--- config.mk ---
export PLATFORM = sky130hd
export DESIGN_NAME = ook_frame_bit_serializer_flat
export DESIGN_NICKNAME = d
export VERILOG_FILES = /design/src/rtl/ofbs_pkg.sv /design/src/rtl/ofbs_req_if.sv /design/src/rtl/ofbs_rsp_if.sv /design/src/rtl/ofbs_csr.sv /design/src/rtl/ofbs_seq.sv /design/src/rtl/ofbs_skid.sv /design/src/rtl/ook_frame_bit_serializer.sv /design/src/flat_wrapper.sv
export VERILOG_INCLUDE_DIRS = /design/src /design/src/rtl
export SDC_FILE = /design/constraint.sdc
export NUM_CORES = 1
export LEC_CHECK = 0
export ABC_CLOCK_PERIOD_IN_PS = 3100
export BUFFER_PORTS_ARGS = -buffer_cell sky130_fd_sc_hd__buf_2
export CAP_MARGIN = 30
export CORE_MARGIN = 8
export CORE_UTILIZATION = 30
export CTS_BUF_LIST = sky130_fd_sc_hd__clkbuf_2 sky130_fd_sc_hd__clkbuf_4 sky130_fd_sc_hd__clkbuf_8
export DETAILED_ROUTE_END_ITERATION = 8
export MAX_ROUTING_LAYER = met4
export SLEW_MARGIN = 30
export SYNTH_ARGS = -nofsm -noshare
export SYNTH_HDL_FRONTEND = slang
export SYNTH_SLANG_ARGS = --single-unit
--- constraint.sdc ---
create_clock -name clock -period 3.1 [get_ports clock]
set_input_delay 0.62 -clock clock [delete_from_list [all_inputs] [get_ports clock]]
set_output_delay 0.62 -clock clock [all_outputs]
set_load 0.03 [all_outputs]
--- src/rtl/assert_macros.svh ---
// Assertion helpers shared by the sequencer and result buffer modules of the frame serializer.
// Expects a clock named clock and an active-high reset named reset in scope.
`ifndef ASSERT_MACROS_SVH
`define ASSERT_MACROS_SVH

// Property that must hold at every clock edge outside reset.
`define ASSERT_AT(label, prop, msg) \
   label: assert property (@(posedge clock) disable iff (reset) (prop)) else $error(msg);

// Consequent that must hold in the cycle after the antecedent.
`define ASSERT_NEXT(label, ante, cons, msg) \
   label: assert property (@(posedge clock) disable iff (reset) (ante) |=> (cons)) \
      else $error(msg);

`endif

--- src/rtl/ofbs_pkg.sv ---
// Shared types and constants for the OOK frame bit serializer.
// No dependencies; the modules and the bench refer to it by scoped names.
package ofbs_pkg;

   // Operation codes of an input word
   localparam logic [1:0] OP_WRITE = 2'd0;
   localparam logic [1:0] OP_SEND  = 2'd1;
   localparam logic [1:0] OP_TICK  = 2'd2;

   // Byte sent repeatedly as preamble
   localparam logic [7:0] PREAMBLE_PATTERN = 8'hAA;

   // Register map, indexed by paddr[2]
   localparam int unsigned CSR_ADDR_W = 3;
   localparam logic        REG_SYNC_WORD = 1'b0;
   localparam logic        REG_PREAMBLE  = 1'b1;
   localparam logic [7:0]  SYNC_WORD_RESET = 8'd45;
   localparam logic [7:0]  PREAMBLE_RESET  = 8'd4;

   typedef struct packed {
      logic [1:0] operation;
      logic [4:0] byte_slot;
      logic [7:0] byte_value;
      logic [7:0] frame_length;
   } req_item_type;

   typedef struct packed {
      logic accepted;
      logic bit_valid;
      logic bit_value;
      logic pin_level;
      logic idle;
   } rsp_item_type;

   typedef struct packed {
      logic [7:0] sync_word;
      logic [7:0] preamble_bytes;
   } cfg_type;

endpackage

--- src/rtl/ofbs_req_if.sv ---
// Input channel of the frame serializer: valid/ready handshake plus one input word.
// Field layout matches ofbs_pkg::req_item_type.
interface ofbs_req_if;
   logic       valid;
   logic       ready;
   logic [1:0] operation;
   logic [4:0] byte_slot;
   logic [7:0] byte_value;
   logic [7:0] frame_length;

   modport source (output valid, operation, byte_slot, byte_value, frame_length,
                   input ready);
   modport sink   (input valid, operation, byte_slot, byte_value, frame_length,
                   output ready);
endinterface

--- src/rtl/ofbs_rsp_if.sv ---
// Result channel of the frame serializer: valid/ready handshake plus one result word.
// Field layout matches ofbs_pkg::rsp_item_type.
interface ofbs_rsp_if;
   logic valid;
   logic ready;
   logic accepted;
   logic bit_valid;
   logic bit_value;
   logic pin_level;
   logic idle;

   modport source (output valid, accepted, bit_valid, bit_value, pin_level, idle,
                   input ready);
   modport sink   (input valid, accepted, bit_valid, bit_value, pin_level, idle,
                   output ready);
endinterface

--- src/rtl/ofbs_csr.sv ---
// APB-style register block: sync word and preamble byte count.
// Depends on ofbs_pkg for the register map and reset values.
module ofbs_csr (
   input  logic                             clock,
   input  logic                             reset,
   input  logic                             psel,
   input  logic                             penable,
   input  logic                             pwrite,
   input  logic [ofbs_pkg::CSR_ADDR_W-1:0]  paddr,
   input  logic [31:0]                      pwdata,
   output logic [31:0]                      prdata,
   output logic                             pready,
   output ofbs_pkg::cfg_type                cfg
);

   logic [7:0] sync_ff;
   logic [7:0] sync_in;
   logic [7:0] pre_ff;
   logic [7:0] pre_in;
   logic       wr_en;

   assign pready = 1'b1;
   assign wr_en  = psel && penable && pwrite;

   // Decode the write on the word address
   always_comb begin
      sync_in = sync_ff;
      pre_in  = pre_ff;
      if (wr_en) begin
         case (paddr[2])
            ofbs_pkg::REG_SYNC_WORD: sync_in = pwdata[7:0];
            ofbs_pkg::REG_PREAMBLE:  pre_in  = pwdata[7:0];
            default: ;
         endcase
      end
   end

   always_ff @(posedge clock) begin
      if (reset) begin
         sync_ff <= ofbs_pkg::SYNC_WORD_RESET;
         pre_ff  <= ofbs_pkg::PREAMBLE_RESET;
      end else begin
         sync_ff <= sync_in;
         pre_ff  <= pre_in;
      end
   end

   // Read back the addressed register
   always_comb begin
      case (paddr[2])
         ofbs_pkg::REG_SYNC_WORD: prdata = {24'd0, sync_ff};
         ofbs_pkg::REG_PREAMBLE:  prdata = {24'd0, pre_ff};
         default:                 prdata = 32'd0;
      endcase
   end

   assign cfg.sync_word      = sync_ff;
   assign cfg.preamble_bytes = pre_ff;

endmodule

--- src/rtl/ofbs_seq.sv ---
// Frame sequencer: payload buffer, frame phase state and per-word result logic.
// Depends on ofbs_pkg and assert_macros.svh.
`include "assert_macros.svh"

module ofbs_seq #(
   parameter int MAX_PAYLOAD = 32
) (
   input  logic                   clock,
   input  logic                   reset,
   input  logic                   push,
   input  ofbs_pkg::req_item_type item,
   input  ofbs_pkg::cfg_type      cfg,
   output ofbs_pkg::rsp_item_type res
);

   localparam int         AW    = (MAX_PAYLOAD > 1) ? $clog2(MAX_PAYLOAD) : 1;
   localparam logic [8:0] MAX_W = 9'(MAX_PAYLOAD);

   typedef enum logic [2:0] {
      PH_IDLE, PH_PRE, PH_SYNC, PH_LEN, PH_DATA, PH_CK1, PH_CK2, PH_DONE
   } phase_type;

   phase_type  phase_ff, phase_in;
   logic [2:0] bit_pos_ff, bit_pos_in;
   logic [7:0] pos_ff, pos_in;
   logic [7:0] pre_done_ff, pre_done_in;
   logic [7:0] len_ff, len_in;
   logic [7:0] check_ff, check_in;
   logic       line_ff, line_in;

   logic [7:0]    store_mem [MAX_PAYLOAD];
   logic [7:0]    rd_ff;
   logic          store_we;
   logic [7:0]    slot_ext;
   logic [AW-1:0] wr_addr;
   logic [AW-1:0] rd_addr;

   logic       byte_end;
   logic [2:0] bit_pos_step;
   logic [7:0] pre_done_inc;
   logic [7:0] pos_inc;
   logic [7:0] data_byte;
   logic       bit_val;
   logic       bit_vld;
   logic       acc;

   assign byte_end     = (bit_pos_ff == 3'd0);
   assign bit_pos_step = byte_end ? 3'd7 : bit_pos_ff - 3'd1;
   assign pre_done_inc = pre_done_ff + 8'd1;
   assign pos_inc      = pos_ff + 8'd1;
   assign data_byte    = ({1'b0, pos_ff} < MAX_W) ? rd_ff : 8'd0;
   assign slot_ext     = {3'd0, item.byte_slot};
   assign wr_addr      = slot_ext[AW-1:0];
   assign rd_addr      = pos_in[AW-1:0];

   // Decode the word and advance the frame by one bit on a tick
   always_comb begin
      phase_in    = phase_ff;
      bit_pos_in  = bit_pos_ff;
      pos_in      = pos_ff;
      pre_done_in = pre_done_ff;
      len_in      = len_ff;
      check_in    = check_ff;
      line_in     = line_ff;
      store_we    = 1'b0;
      acc         = 1'b0;
      bit_vld     = 1'b0;
      bit_val     = 1'b0;
      if (push) begin
         case (item.operation)
            ofbs_pkg::OP_WRITE: begin
               if (phase_ff == PH_IDLE && {1'b0, slot_ext} < MAX_W) begin
                  store_we = 1'b1;
                  acc      = 1'b1;
               end
            end
            ofbs_pkg::OP_SEND: begin
               if (phase_ff == PH_IDLE && {1'b0, item.frame_length} <= MAX_W) begin
                  len_in      = item.frame_length;
                  check_in    = cfg.sync_word ^ item.frame_length;
                  phase_in    = PH_PRE;
                  pre_done_in = 8'd0;
                  pos_in      = 8'd0;
                  bit_pos_in  = 3'd7;
                  acc         = 1'b1;
               end
            end
            ofbs_pkg::OP_TICK: begin
               case (phase_ff)
                  PH_PRE: begin
                     bit_val    = ofbs_pkg::PREAMBLE_PATTERN[bit_pos_ff];
                     bit_vld    = 1'b1;
                     bit_pos_in = bit_pos_step;
                     if (byte_end) begin
                        pre_done_in = pre_done_inc;
                        if (pre_done_inc >= cfg.preamble_bytes) begin
                           phase_in = PH_SYNC;
                        end
                     end
                  end
                  PH_SYNC: begin
                     bit_val    = cfg.sync_word[bit_pos_ff];
                     bit_vld    = 1'b1;
                     bit_pos_in = bit_pos_step;
                     if (byte_end) begin
                        phase_in = PH_LEN;
                     end
                  end
                  PH_LEN: begin
                     bit_val    = len_ff[bit_pos_ff];
                     bit_vld    = 1'b1;
                     bit_pos_in = bit_pos_step;
                     if (byte_end) begin
                        pos_in   = 8'd0;
                        phase_in = (len_ff == 8'd0) ? PH_CK1 : PH_DATA;
                     end
                  end
                  PH_DATA: begin
                     bit_val    = data_byte[bit_pos_ff];
                     bit_vld    = 1'b1;
                     bit_pos_in = bit_pos_step;
                     if (byte_end) begin
                        check_in = check_ff ^ data_byte;
                        pos_in   = pos_inc;
                        if (pos_inc >= len_ff) begin
                           phase_in = PH_CK1;
                        end
                     end
                  end
                  PH_CK1: begin
                     bit_val    = check_ff[bit_pos_ff];
                     bit_vld    = 1'b1;
                     bit_pos_in = bit_pos_step;
                     if (byte_end) begin
                        phase_in = PH_CK2;
                     end
                  end
                  PH_CK2: begin
                     bit_val    = check_ff[bit_pos_ff];
                     bit_vld    = 1'b1;
                     bit_pos_in = bit_pos_step;
                     if (byte_end) begin
                        phase_in = PH_DONE;
                     end
                  end
                  PH_DONE: phase_in = PH_IDLE;
                  default: phase_in = PH_IDLE;
               endcase
               // Drop the line once the last check bit is out
               if (bit_vld) begin
                  line_in = (phase_in == PH_DONE) ? 1'b0 : bit_val;
               end
            end
            default: ;
         endcase
      end
   end

   assign res.accepted  = acc;
   assign res.bit_valid = bit_vld;
   assign res.bit_value = bit_val;
   assign res.pin_level = line_in;
   assign res.idle      = (phase_in == PH_IDLE);

   always_ff @(posedge clock) begin
      if (reset) begin
         phase_ff    <= PH_IDLE;
         bit_pos_ff  <= 3'd0;
         pos_ff      <= 8'd0;
         pre_done_ff <= 8'd0;
         len_ff      <= 8'd0;
         check_ff    <= 8'd0;
         line_ff     <= 1'b0;
      end else begin
         phase_ff    <= phase_in;
         bit_pos_ff  <= bit_pos_in;
         pos_ff      <= pos_in;
         pre_done_ff <= pre_done_in;
         len_ff      <= len_in;
         check_ff    <= check_in;
         line_ff     <= line_in;
      end
   end

   // Payload buffer; read data tracks the byte at the current payload position
   always_ff @(posedge clock) begin
      if (store_we) begin
         store_mem[wr_addr] <= item.byte_value;
      end
      rd_ff <= store_mem[rd_addr];
   end

   `ASSERT_NEXT(a_send_starts_preamble, push && acc && item.operation == ofbs_pkg::OP_SEND, phase_ff == PH_PRE, "accepted send did not enter preamble")
   `ASSERT_AT(a_data_pos_in_range, phase_ff != PH_DATA || pos_ff < len_ff, "payload position past frame length")

endmodule

--- src/rtl/ofbs_skid.sv ---
// Two-entry result buffer: output register plus skid stage for the result channel.
// Depends on ofbs_pkg and assert_macros.svh.
`include "assert_macros.svh"

module ofbs_skid (
   input  logic                   clock,
   input  logic                   reset,
   input  logic                   push,
   input  ofbs_pkg::rsp_item_type push_data,
   output logic                   can_push,
   output logic                   out_valid,
   input  logic                   out_ready,
   output ofbs_pkg::rsp_item_type out_data
);

   ofbs_pkg::rsp_item_type out_ff, out_in;
   ofbs_pkg::rsp_item_type skid_ff, skid_in;
   logic                   out_valid_ff, out_valid_in;
   logic                   skid_valid_ff, skid_valid_in;
   logic                   pop;

   assign pop      = out_valid_ff && out_ready;
   assign can_push = !skid_valid_ff;

   // Refill the output register from the skid stage first, then from the new word
   always_comb begin
      out_in        = out_ff;
      skid_in       = skid_ff;
      out_valid_in  = out_valid_ff;
      skid_valid_in = skid_valid_ff;
      if (!out_valid_ff || pop) begin
         if (skid_valid_ff) begin
            out_in        = skid_ff;
            out_valid_in  = 1'b1;
            skid_in       = push_data;
            skid_valid_in = push;
         end else begin
            out_in        = push_data;
            out_valid_in  = push;
            skid_valid_in = 1'b0;
         end
      end else if (push) begin
         skid_in       = push_data;
         skid_valid_in = 1'b1;
      end
   end

   always_ff @(posedge clock) begin
      if (reset) begin
         out_valid_ff  <= 1'b0;
         skid_valid_ff <= 1'b0;
      end else begin
         out_valid_ff  <= out_valid_in;
         skid_valid_ff <= skid_valid_in;
      end
      out_ff  <= out_in;
      skid_ff <= skid_in;
   end

   assign out_valid = out_valid_ff;
   assign out_data  = out_ff;

   `ASSERT_AT(a_skid_behind_out, !skid_valid_ff || out_valid_ff, "skid holds a word while output is empty")
   `ASSERT_NEXT(a_skid_kept, skid_valid_ff && !pop, skid_valid_ff && $stable(skid_ff), "stalled skid word lost")

endmodule

--- src/rtl/ook_frame_bit_serializer.sv ---
// OOK frame bit serializer, top level: register block, frame sequencer, result buffer.
// Depends on ofbs_pkg, ofbs_req_if, ofbs_rsp_if, ofbs_csr, ofbs_seq and ofbs_skid.
//
// Usage: each word on req_ch is a payload buffer write, a frame send or one
// bit-time tick. Every accepted word yields exactly one result word on rsp_ch
// (accepted flag, bit valid/value, line level, idle). A send streams the
// preamble (0xAA bytes), sync word, length, payload and the XOR check byte
// twice, MSB first, one bit per tick; the tick after the last bit returns the
// block to idle. Registers sync_word (0x0) and preamble_bytes (0x4) sit on the
// APB-style port; the user must write them only while the block is idle, which
// the block does not enforce. Each result is registered before rsp_ch shows it.
// Throughput: one word per cycle while req_ch.ready is high; each word's work is
// a single registered pass through the sequencer, and the payload buffer read is
// registered ahead of use, so no word waits on another.
// Stall: the output register and a skid stage hold two results; req_ch.ready is
// low while both are full, and rises the cycle after rsp_ch takes a result.
// Reset: synchronous; the block comes up idle with the line low, both result
// slots empty and the registers at their defaults. The payload buffer is not
// cleared and must be written before a send reads it.
module ook_frame_bit_serializer #(
   parameter int MAX_PAYLOAD = 32
) (
   input  logic                            clock,
   input  logic                            reset,
   ofbs_req_if.sink                        req_ch,
   ofbs_rsp_if.source                      rsp_ch,
   input  logic                            psel,
   input  logic                            penable,
   input  logic                            pwrite,
   input  logic [ofbs_pkg::CSR_ADDR_W-1:0] paddr,
   input  logic [31:0]                     pwdata,
   output logic [31:0]                     prdata,
   output logic                            pready
);

   ofbs_pkg::cfg_type      cfg;
   ofbs_pkg::req_item_type item;
   ofbs_pkg::rsp_item_type res;
   ofbs_pkg::rsp_item_type out_data;
   logic                   can_push;
   logic                   push;

   // Gather the input word and accept when the buffer has room
   assign item.operation    = req_ch.operation;
   assign item.byte_slot    = req_ch.byte_slot;
   assign item.byte_value   = req_ch.byte_value;
   assign item.frame_length = req_ch.frame_length;
   assign req_ch.ready      = can_push;
   assign push              = req_ch.valid && can_push;

   ofbs_csr u_csr (
      .clock   (clock),
      .reset   (reset),
      .psel    (psel),
      .penable (penable),
      .pwrite  (pwrite),
      .paddr   (paddr),
      .pwdata  (pwdata),
      .prdata  (prdata),
      .pready  (pready),
      .cfg     (cfg)
   );

   ofbs_seq #(
      .MAX_PAYLOAD (MAX_PAYLOAD)
   ) u_seq (
      .clock (clock),
      .reset (reset),
      .push  (push),
      .item  (item),
      .cfg   (cfg),
      .res   (res)
   );

   ofbs_skid u_skid (
      .clock     (clock),
      .reset     (reset),
      .push      (push),
      .push_data (res),
      .can_push  (can_push),
      .out_valid (rsp_ch.valid),
      .out_ready (rsp_ch.ready),
      .out_data  (out_data)
   );

   // Drive the result fields
   assign rsp_ch.accepted  = out_data.accepted;
   assign rsp_ch.bit_valid = out_data.bit_valid;
   assign rsp_ch.bit_value = out_data.bit_value;
   assign rsp_ch.pin_level = out_data.pin_level;
   assign rsp_ch.idle      = out_data.idle;

endmodule

--- src/flat_wrapper.sv ---
// flat-port wrapper written by rule: the top's interface ports become plain ports
module ook_frame_bit_serializer_flat 
#(
   parameter int MAX_PAYLOAD = 32
)
  (clock, reset, psel, penable, pwrite, paddr, pwdata, prdata, pready, req_ch_valid, req_ch_operation, req_ch_byte_slot, req_ch_byte_value, req_ch_frame_length, req_ch_ready, rsp_ch_valid, rsp_ch_accepted, rsp_ch_bit_valid, rsp_ch_bit_value, rsp_ch_pin_level, rsp_ch_idle, rsp_ch_ready);
  ofbs_req_if req_ch_i ();
  ofbs_rsp_if rsp_ch_i ();
  input  logic clock;
  input  logic reset;
  input  logic psel;
  input  logic penable;
  input  logic pwrite;
  input  logic [ofbs_pkg::CSR_ADDR_W-1:0] paddr;
  input  logic [31:0] pwdata;
  output logic [31:0] prdata;
  output logic pready;
  input wire logic [$bits(req_ch_i.valid)-1:0] req_ch_valid;
  input wire logic [$bits(req_ch_i.operation)-1:0] req_ch_operation;
  input wire logic [$bits(req_ch_i.byte_slot)-1:0] req_ch_byte_slot;
  input wire logic [$bits(req_ch_i.byte_value)-1:0] req_ch_byte_value;
  input wire logic [$bits(req_ch_i.frame_length)-1:0] req_ch_frame_length;
  output wire logic [$bits(req_ch_i.ready)-1:0] req_ch_ready;
  output wire logic [$bits(rsp_ch_i.valid)-1:0] rsp_ch_valid;
  output wire logic [$bits(rsp_ch_i.accepted)-1:0] rsp_ch_accepted;
  output wire logic [$bits(rsp_ch_i.bit_valid)-1:0] rsp_ch_bit_valid;
  output wire logic [$bits(rsp_ch_i.bit_value)-1:0] rsp_ch_bit_value;
  output wire logic [$bits(rsp_ch_i.pin_level)-1:0] rsp_ch_pin_level;
  output wire logic [$bits(rsp_ch_i.idle)-1:0] rsp_ch_idle;
  input wire logic [$bits(rsp_ch_i.ready)-1:0] rsp_ch_ready;
  assign req_ch_i.valid = req_ch_valid;
  assign req_ch_i.operation = req_ch_operation;
  assign req_ch_i.byte_slot = req_ch_byte_slot;
  assign req_ch_i.byte_value = req_ch_byte_value;
  assign req_ch_i.frame_length = req_ch_frame_length;
  assign req_ch_ready = req_ch_i.ready;
  assign rsp_ch_valid = rsp_ch_i.valid;
  assign rsp_ch_accepted = rsp_ch_i.accepted;
  assign rsp_ch_bit_valid = rsp_ch_i.bit_valid;
  assign rsp_ch_bit_value = rsp_ch_i.bit_value;
  assign rsp_ch_pin_level = rsp_ch_i.pin_level;
  assign rsp_ch_idle = rsp_ch_i.idle;
  assign rsp_ch_i.ready = rsp_ch_ready;
  ook_frame_bit_serializer #(.MAX_PAYLOAD(MAX_PAYLOAD)) u_core (.clock(clock), .reset(reset), .req_ch(req_ch_i), .rsp_ch(rsp_ch_i), .psel(psel), .penable(penable), .pwrite(pwrite), .paddr(paddr), .pwdata(pwdata), .prdata(prdata), .pready(pready));
endmodule
==> impl_metrics.csv, run 1 <==
group,metric,value,unit
sta,final-hold-violation-count,0,
global_routing,grt-ovfl-total,0,
sta,finalCritPeriodShare,0.947,
yosys,syn_area_per_cell,12.1,µm²
global_routing,track_usage,0.138,
sta,slew_violations,0,
yosys,yosys_most_used_dff,"edfxtp_1",
route,wl_per_cell,18.0,µm
sta,holdWs,205,ps
power_and_ir_drop,p_per_area,512,nW/µm²
route,ant_nets,0,
yosys,syn_area,15100,µm²
hold_path,hp-class,"input pin to register",
die,die_y,241,µm
yosys,synth_cell_types,81,
route,viasPerCell,4.80,
clock_network,clk_pin_slew,60,ps
clock_network,cts_num_sinks,332,
setup_path,crit_path_end_kind,"register",
place,dpl-instance-area,17100,µm²
route,drc,0,
place,hpwlAfterDp,26300,µm
sta,fin_crit,2940,ps
route,wl,39300,µm
setup_path,path_max_fanout,5,
power_and_ir_drop,p_leak,7.10,nW
yosys,yosysWarningCount,0,
global_routing,grt_util_met2,0.218,
yosys,syn_inst,1254,
layout,fin_area,18400,µm²
clock_network,cts.path.max_buffers,3,
run_status,status,"completed",
clock_network,cts_made_buffers,57,
clock_network,cts_max_level,2,
setup_path,critPathLaunchType,"register",
layout,layout-drive-gt1-share,0.253,
clock_network,hold_buffers,0,
yosys,synth_edf_count,266,
die,die_area,57900,µm²
yosys,synth.area.top_cells,"edfxtp_1 53%, dfxtp_1 8.7%, mux2i_1 5.8%",
layout,nets,1544,
yosys,yosys.area.top_type,"edfxtp_1",
sta,maxSlewHeadroom,0.493,
layout,instances_no_fill,2176,
sta,worst_pin_slew,760,ps
place,gp_congestion,0.865,
setup_path,crit_required,3590,ps
global_routing,grt_pass1_wl,60200,µm
power_and_ir_drop,total_power,9.42,mW
clock_network,cts_tree,"built",
yosys,ys_seq_area_frac,0.616,
yosys,async_flop_share,0,
run,max_cap_violations,0,
global_routing,use_met3,0.0285,
clock_network,clk_latency,640,ps
sta,max_freq,341,MHz
sta,worst_clock_skew,39.2,ps
yosys,synth_top_cell_area_share,0.528,
yosys,synth-seq-cells,332,
die,io_pins,105,
route,via_count,10452,
setup_path,crit_type,"register to register",
global_routing,top_usage_layer,"met2",
global_routing,first_global_vias,10557,
die,fp.coreArea,50000,µm²
power_and_ir_drop,ir_worst_vdd,352,µV
die,die_x,241,µm
global_routing,met1_usage,0.173,
route,drtIter0Drc,852,
clock_network,root_buffer,"clkbuf_8",
place,place_inst,2062,
global_routing,grt_antenna_before_repair,2,
layout,final_core_util,0.368,
layout,syn_to_final_growth,21.6,%
die,start_util,0.303,
place,portBuffers,53,
die,rows,82,
sta,final-setup-viol-count,0,
global_routing,grt_max_degree,37,
setup_path,crit_arrival,3430,ps
route,dr.pass1.iters,5,
## metrics by stage
stage / setup WS [ps] / TNS [ps]
5_1_grt: -0.880 / -0.880
6_report: 165 / 0
4_1_cts: 28.8 / 0
3_5_place_dp: -269 / -1500
3_3_place_gp: -344 / -1850
2_1_floorplan: 33.6 / 0
## flip-flops by register name, indices dropped and copies added, names as in the netlist, named ones only
signal	flops
u_core.u_seq.phase_ff	3
u_core.u_skid.out_valid	1
u_core.u_csr.sync_ff	8
u_core.u_seq.rd_ff	8
u_core.u_seq.len_ff	8
u_core.u_seq.pre_done_ff	8
u_core.u_seq.bit_pos_ff	3
u_core.u_seq.pos_ff	8
u_core.u_skid.out_data	5
u_core.u_seq.check_ff	8
u_core.u_csr.pre_ff	8
u_core.u_seq.line_ff	1
u_core.u_seq.store_mem	256
u_core.u_skid.skid_ff	5
u_core.u_skid.skid_valid_ff	1
## routing by layer
metal | up-vias | wire (µm)
met5 | - | 0
met4 | 0 | 1030
met3 | 75 | 2730
met2 | 332 | 18200
met1 | 5062 | 17300
li1 | 4983 | -
## logic make-up (layout without fill, tap and decap cells)
| family | after synthesis | count (layout) | share of synthesized area |
|---|---|---|---|
| DFF | 332 | 332 | 0.616 |
| xor gates and xnor gates | 20 | 20 | 0.0116 |
| AOI/OAI and AO/OA | 161 | 161 | 0.0789 |
| buffers and inverters | 127 | 351 | 0.0447 |
| muxes | 110 | 110 | 0.0806 |
| adders and majority gates | 24 | 24 | 0.0199 |
| other | 2 | 27 | 0.000497 |
| and+or+nand+nor | 478 | 479 | 0.148 |
## what timing repair did
item | 4_1_cts | 5_1_grt
endpoints found under the setup margin | 0 | 7
endpoints found under the hold margin | 0 | 0
setup buffers | 0 | 5
resized for setup | 0 | 24
## cell usage after synthesis, drive strengths merged (9+ instances only)
master	count
o21ai	15
a211oi	9
ha	24
nand3	70
clkbuf	35
mux2	14
xor2	14
edfxtp	266
buf	58
nand2	211
nand3b	12
mux2i	88
nor3	21
o22ai	9
a32oi	21
nand4	29
nor2b	11
inv	34
nor2	78
nand2b	14
a21o	15
dfxtp	66
a21oi	41
## critical path, cell delays in order (launching register included)
cell       delay [ps]
dfxtp_1           320
inv_2              70
ha_2              170
nor2b_4           150
inv_2              70
ha_1              270
nand3b_1           70
a21o_1            210
o2111ai_4         110
and2_4            280
buf_4             130
mux2_2            350
o211a_1           230
nor4_2            250
nand3_1           110
## worst paths after layout
check | start | endpoint | slack (ps) | cells after the start
worst min-delay path | pwdata[0] | u_core.u_csr.sync_ff[0] | 200 | 2
worst max register to register | u_core.u_seq.bit_pos_ff[0] | u_core.u_seq.rd_ff[5] | 160 | 14
worst max-delay path | u_core.u_seq.bit_pos_ff[0] | u_core.u_seq.rd_ff[5] | 160 | 14
worst min register to register | u_core.u_seq.pre_done_ff[7] | u_core.u_seq.pre_done_ff[7] | 470 | 2
## where the power goes
group / switching, mW / internal (mW) / total, mW
clock network: 1.79 / 2.33 / 4.11
registers: 0.0168 / 4.84 / 4.86
logic: 0.308 / 0.144 / 0.452
## layout by cell type, fill, tap and decap left out, drive strengths merged, types with 11 or more instances in the layout
cell and count:
edfxtp 266, nand2 211, buf 211, mux2i 88, clkbuf 86, nor2 78, nand3 70, dfxtp 66
a21oi 41, inv 36, nand4 29, conb 25, ha 24, nor3 21, a32oi 21, a21o 15
o21ai 15, clkinv 15, mux2 14, nand2b 14, xor2 14, nand3b 12, nor2b 11
## cell type report
type                            instances  area (µm²)
Sequential cell                       332        9310
Timing Repair Buffer                  211        1560
Clock inverter                         20         155
Fill cell                            4883       31600
Clock buffer                           86        1050
Tap cell                              672         841
Antenna cell                            2        5.00
Inverter                               34         128
Multi-Input combinational cell        819        5350
Note: power is estimated with default switching activity, not from simulation.
==> run 2: changes to the inputs <==
==> constraint.sdc (replaced) <==
create_clock -name clock -period 3.1 [get_ports clock]
set_input_delay 0.465 -clock clock [delete_from_list [all_inputs] [get_ports clock]]
set_output_delay 0.465 -clock clock [all_outputs]
set_load 0.03 [all_outputs]
==> run 2 against run 1 <==
Utilization shrank 0.53 points. First-iteration DRC count shrank 3.3%. Total power shrank 3.2%. Clock skew shrank 2.1 ps. Clock power shrank 7.3%. Highest routed layer unchanged.
==> impl_metrics.csv, run 2 (synthesis gave the netlist of run 1 again) <==
group,metric,value,unit
setup_path,critPathLaunchType,"register",
run,max_cap_violations,0,
global_routing,first_global_vias,10364,
power_and_ir_drop,combPwrFrac,0.049,
layout,syn_to_final_growth,19.9,%
clock_network,clk_pin_slew,70,ps
global_routing,grt_antenna_before_repair,1,
place,portBuffers,53,
setup_path,crit_path_top_delay_cell,"or4_1",
route,viasPerCell,4.86,
sta,max_freq,337,MHz
clock_network,cts_made_buffers,54,
layout,final_cell_mix,"266 x edfxtp_1, 210 x nand2_1, 127 x buf_4",
clock_network,cts_max_level,2,
power_and_ir_drop,switching_share,0.230,
power_and_ir_drop,p_switching,2.10,mW
clock_network,root_buffer,"clkbuf_8",
route,drtIter0Drc,824,
hold_path,hp-class,"input pin to register",
power_and_ir_drop,p_leak,6.95,nW
layout,regMostFlops,"u_core.u_seq.store_mem",
setup_path,crit_top_cell,"ha_1",
route,ant_nets,0,
route,wl_per_cell,18.5,µm
hold_path,holdPathStages,2,
global_routing,grt_max_degree,43,
setup_path,crit_required,3650,ps
layout,layout_commonest_cell,"edfxtp_1",
sta,setup_slack,131,ps
die,io_pins,105,
power_and_ir_drop,ir_worst_vdd,366,µV
setup_path,slowest_delay,570,ps
setup_path,cp.depth,14,
route,drc,0,
die,rows,82,
place,hpwlAfterDp,26400,µm
clock_network,cts_num_sinks,332,
layout,multiInputGateArea,5400,µm²
setup_path,crit_type,"register to register",
setup_path,crit_path_end_kind,"register",
sta,final-hold-violation-count,0,
setup_path,crit_arrival,3520,ps
setup_path,path_max_fanout,6,
die,die_x,241,µm
layout,nets,1518,
sta,holdWs,66.7,ps
layout,largest_reg_flops,256,
setup_path,worstPathCellList,"inv_1 > ha_1 > nor2b_4 > inv_2 > ha_1 > nand3b_1 > a21o_1 > o2111ai_4 > and2_4 > buf_4 > nor2_2 > a31o_1 > or4_1 > nand4_1",
power_and_ir_drop,pwr-share-seq,0.533,
die,start_util,0.303,
route,wl,39700,µm
sta,slew_violations,0,
place,place_ws,-233,ps
power_and_ir_drop,clock_power_share,0.418,
sta,worst_clock_skew,37.1,ps
global_routing,track_usage,0.138,
run_status,status,"completed",
setup_path,cp_num_buf_inv,3,
sta,maxSlewHeadroom,0.373,
power_and_ir_drop,internal_power,7.02,mW
layout,nFillCells,4902,
global_routing,grt-ovfl-total,0,
layout,seq_area,9320,µm²
die,die_area,57900,µm²
route,via_count,10424,
layout,final_core_util,0.363,
sta,fin_crit,2970,ps
clock_network,clk_latency,640,ps
setup_path,crit_family,"simple AND/OR/NAND/NOR gates",
setup_path,reg2reg_depth,14,
layout,layout-drive-gt1-share,0.242,
clock_network,cts_tree,"built",
sta,worst_pin_slew,940,ps
sta,finalCritPeriodShare,0.958,
die,die_y,241,µm
global_routing,grt_pass1_wl,60300,µm
route,dr.pass1.iters,5,
place,gp_congestion,0.878,
clock_network,cts.path.max_buffers,3,
sta,final-setup-viol-count,0,
power_and_ir_drop,p_per_area,503,nW/µm²
die,fp.coreArea,50000,µm²
## run 2: timing repair
| item | in CTS | in global routing |
|---|---|---|
| pin swaps | 2 | 14 |
| hold buffers | 0 | 0 |
| endpoints found under the hold margin | 0 | 0 |
| gates resized for setup | 5 | 26 |
| setup endpoints to repair | 7 | 11 |
| buffers inserted | 0 | 5 |
| gates cloned | 1 | 0 |
## run 2: worst reg2reg max path: stages (launching register included)
cell and delay [ps]:
dfxtp_1 320, inv_1 80, ha_1 180, nor2b_4 180, inv_2 80, ha_1 280, nand3b_1 80, a21o_1 210
o2111ai_4 140, and2_4 290, buf_4 170, nor2_2 50, a31o_1 170, or4_1 570, nand4_1 90
## run 2: per-stage QoR
step | instances | setup TNS, ps | area (µm²) | total power, mW
floorplan | 1277 | 0 | 15200 | 5.21
global placement | 2039 | -404 | 16800 | 5.38
detailed placement | 2039 | -621 | 16900 | 5.39
CTS | 2140 | 0 | 18000 | 9.21
global route | 2146 | -1.32 | 18100 | 9.44
finish | 2146 | 0 | 18100 | 9.12
## run 2: final timing paths
kind / start / end / slack (ps)
max: u_core.u_seq.bit_pos_ff[0] / u_core.u_seq.rd_ff[6] / 130
min reg2reg: u_core.u_seq.pre_done_ff[7] / u_core.u_seq.pre_done_ff[7] / 470
max reg2reg: u_core.u_seq.bit_pos_ff[0] / u_core.u_seq.rd_ff[6] / 130
min: pwdata[5] / u_core.u_csr.sync_ff[5] / 70
## run 2: routing by layer
metal	vias up	wire, µm	GRT usage
met2	330	18300	0.216
met4	0	769	0.0419
met3	53	2660	0.0259
met1	5116	17900	0.182
met5	-	0	-
li1	4925	-	-
## run 2: final cells by class
type / instances / share of cell area
timing repair buffer: 188 / 0.0753
antenna: 1 / 0.000138
inverter: 34 / 0.00704
tap: 672 / 0.0464
clock inverter: 23 / 0.00814
multi-input combinational: 819 / 0.298
clock buffer: 77 / 0.0515
sequential: 332 / 0.514
## run 2: power groups by stage
stage / clock network [mW] / logic, mW / registers (mW)
detailed placement: 0 / 0.440 / 4.95
finish: 3.81 / 0.450 / 4.86
CTS: 3.91 / 0.445 / 4.86
floorplan: 0 / 0.257 / 4.96
global placement: 0 / 0.431 / 4.95
global route: 4.10 / 0.483 / 4.86
==> run 3: changes to the inputs <==
--- a/config.mk
+++ b/config.mk
@@ -6,7 +6,7 @@
 export SDC_FILE = /design/constraint.sdc
 export NUM_CORES = 1
 export LEC_CHECK = 0
-export ABC_CLOCK_PERIOD_IN_PS = 3100
+export ABC_CLOCK_PERIOD_IN_PS = 3600
 export BUFFER_PORTS_ARGS = -buffer_cell sky130_fd_sc_hd__buf_2
 export CAP_MARGIN = 30
 export CORE_MARGIN = 8
==> constraint.sdc (replaced) <==
create_clock -name clock -period 3.6 [get_ports clock]
set_input_delay 0.54 -clock clock [delete_from_list [all_inputs] [get_ports clock]]
set_output_delay 0.54 -clock clock [all_outputs]
set_load 0.03 [all_outputs]
==> run 3 against run 2 <==
Maximum frequency shrank 15%. Count of clock-buffer cells in the layout fell by 11. Setup slack worse by 10 ps. Via count shrank 3.3%. Clock power shrank 15%. Die area stayed put. Register-to-register slack about the same. Global-route usage down 0.61 points. Hold slack better by 100 ps. Sequential power is 14% lower. First-iteration DRC count grew 12%. Critical path type unchanged.
==> impl_metrics.csv, run 3 (synthesis gave the netlist of run 1 again) <==
group,metric,value,unit
run_status,status,"completed",
clock_network,cts_made_buffers,54,
setup_path,path_max_fanout,19,
global_routing,track_usage,0.132,
clock_network,cts_max_level,2,
sta,setup_slack,121,ps
clock_network,root_buffer,"clkbuf_8",
global_routing,grt_max_degree,58,
clock_network,cts_tree,"built",
die,die_area,57900,µm²
clock_network,clk_latency,630,ps
layout,seq_area,9310,µm²
hold_path,holdPathStages,2,
global_routing,first_global_vias,9971,
die,start_util,0.303,
sta,max_freq,287,MHz
layout,layout_commonest_cell,"edfxtp_1",
clock_network,clk_pin_slew,60,ps
layout,layout-drive-gt1-share,0.183,
hold_path,min-delay-start,"pwdata[0]",
route,via_count,10083,
sta,finalSetupTns,0,ps
sta,final-hold-violation-count,0,
setup_path,rr_endpoint,"u_core.u_seq.rd_ff[5]",
route,viasPerCell,4.86,
setup_path,crit_arrival,3970,ps
global_routing,grt-ovfl-total,0,
route,ant_nets,0,
route,drtIter0Drc,919,
clock_network,postCtsSetupRepairBufs,0,
power_and_ir_drop,p_per_area,447,nW/µm²
die,fp.coreArea,50000,µm²
place,portBuffers,53,
place,place_ws,123,ps
setup_path,r2r_start,"u_core.u_seq.bit_pos_ff[0]",
sta,finalCritPeriodShare,0.967,
route,drc,0,
setup_path,crit_path_end_kind,"register",
setup_path,crit_required,4090,ps
setup_path,ff2ff_setup_slack,120,ps
route,wl,37700,µm
setup_path,critPathLaunchType,"register",
setup_path,cp-startpoint,"u_core.u_seq.bit_pos_ff[0]",
sta,fin_crit,3480,ps
global_routing,grt_pass1_wl,58100,µm
clock_network,cts_num_sinks,332,
layout,largest_reg_flops,256,
setup_path,crit_family,"simple AND/OR/NAND/NOR gates",
setup_path,slowest_delay,410,ps
place,gp_congestion,0.839,
power_and_ir_drop,p_leak,6.56,nW
layout,final_cell_mix,"266 x edfxtp_1, 210 x nand2_1, 88 x mux2i_1",
route,dr.pass1.iters,5,
setup_path,crit_path_top_delay_cell,"and2_4",
sta,worst_clock_skew,34.6,ps
hold_path,min_to,"u_core.u_csr.sync_ff[0]",
sta,slew_violations,0,
setup_path,crit_type,"register to register",
clock_network,cts_resized,0,
layout,nFillCells,4976,
sta,worst_pin_slew,870,ps
place,hpwlAfterDp,24800,µm
layout,multiInputGateArea,5270,µm²
die,rows,82,
layout,syn_to_final_growth,15.3,%
layout,regMostFlops,"u_core.u_seq.store_mem",
die,io_pins,105,
die,die_y,241,µm
sta,maxSlewHeadroom,0.418,
setup_path,worstPathCellList,"inv_1 > ha_1 > nor2b_1 > inv_1 > ha_1 > nand3b_1 > a21o_1 > o2111ai_1 > and2_4 > buf_12 > mux2_2 > o211a_1 > nor4_1 > nand3_1",
layout,nets,1449,
clock_network,cts.path.max_buffers,3,
setup_path,reg2reg_depth,14,
clock_network,hold_buffers,0,
power_and_ir_drop,ir_worst_vdd,280,µV
sta,final-setup-viol-count,0,
route,wl_per_cell,18.1,µm
sta,rsz0062_at_grt,"no",
run,max_cap_violations,0,
die,die_x,241,µm
global_routing,grt_antenna_before_repair,1,
setup_path,cp_num_buf_inv,3,
hold_path,hp-class,"input pin to register",
-- run 3: where the power goes --
group          switching [mW]  internal, mW
Clock                    1.55          1.70
Sequential             0.0178          4.17
Combinational           0.252        0.0981
-- run 3: layer usage --
layer / routed length, µm / GRT usage
met1: 17400 / 0.174
met2: 16800 / 0.205
met4: 904 / 0.0388
met3: 2570 / 0.0262
met5: 0 / -
-- run 3: worst reg2reg max path, cell delays in order, from the launching register on --
cell	delay, ps
dfxtp_1	310
inv_1	80
ha_1	170
nor2b_1	170
inv_1	150
ha_1	310
nand3b_1	90
a21o_1	200
o2111ai_1	200
and2_4	410
buf_12	230
mux2_2	370
o211a_1	230
nor4_1	310
nand3_1	130
-- run 3: worst max-delay path by stage --
stage | cells past startpoint | slack (ps) | endpoint
2_1_floorplan | 16 | 360 | u_core.u_seq.rd_ff[5]
3_3_place_gp | 10 | 120 | u_core.u_seq.rd_ff[5]
3_5_place_dp | 10 | 120 | u_core.u_seq.rd_ff[5]
4_1_cts | 14 | 200 | u_core.u_seq.rd_ff[5]
5_1_grt | 12 | 6 | u_core.u_seq.rd_ff[2]
6_report | 14 | 120 | u_core.u_seq.rd_ff[5]
-- run 3: metrics by stage --
step | power, mW | util | hold slack, ps | instances | area [µm²]
6_report | 7.79 | 0.349 | 170 | 2076 | 17400
5_1_grt | 8.07 | 0.349 | 142 | 2076 | 17400
4_1_cts | 7.88 | 0.349 | 124 | 2075 | 17400
3_5_place_dp | 4.61 | 0.327 | 459 | 1976 | 16400
3_3_place_gp | 4.61 | 0.327 | 450 | 1976 | 16400
2_1_floorplan | 4.49 | - | 444 | 1277 | 15200
-- run 3: final cells by class --
cell class / instances / area share
inverter: 34 / 0.00732
tap: 672 / 0.0482
multi-input combinational: 818 / 0.302
clock buffer: 66 / 0.0485
sequential: 332 / 0.534
timing repair buffer: 120 / 0.0478
antenna: 1 / 0.000143
clock inverter: 33 / 0.0123
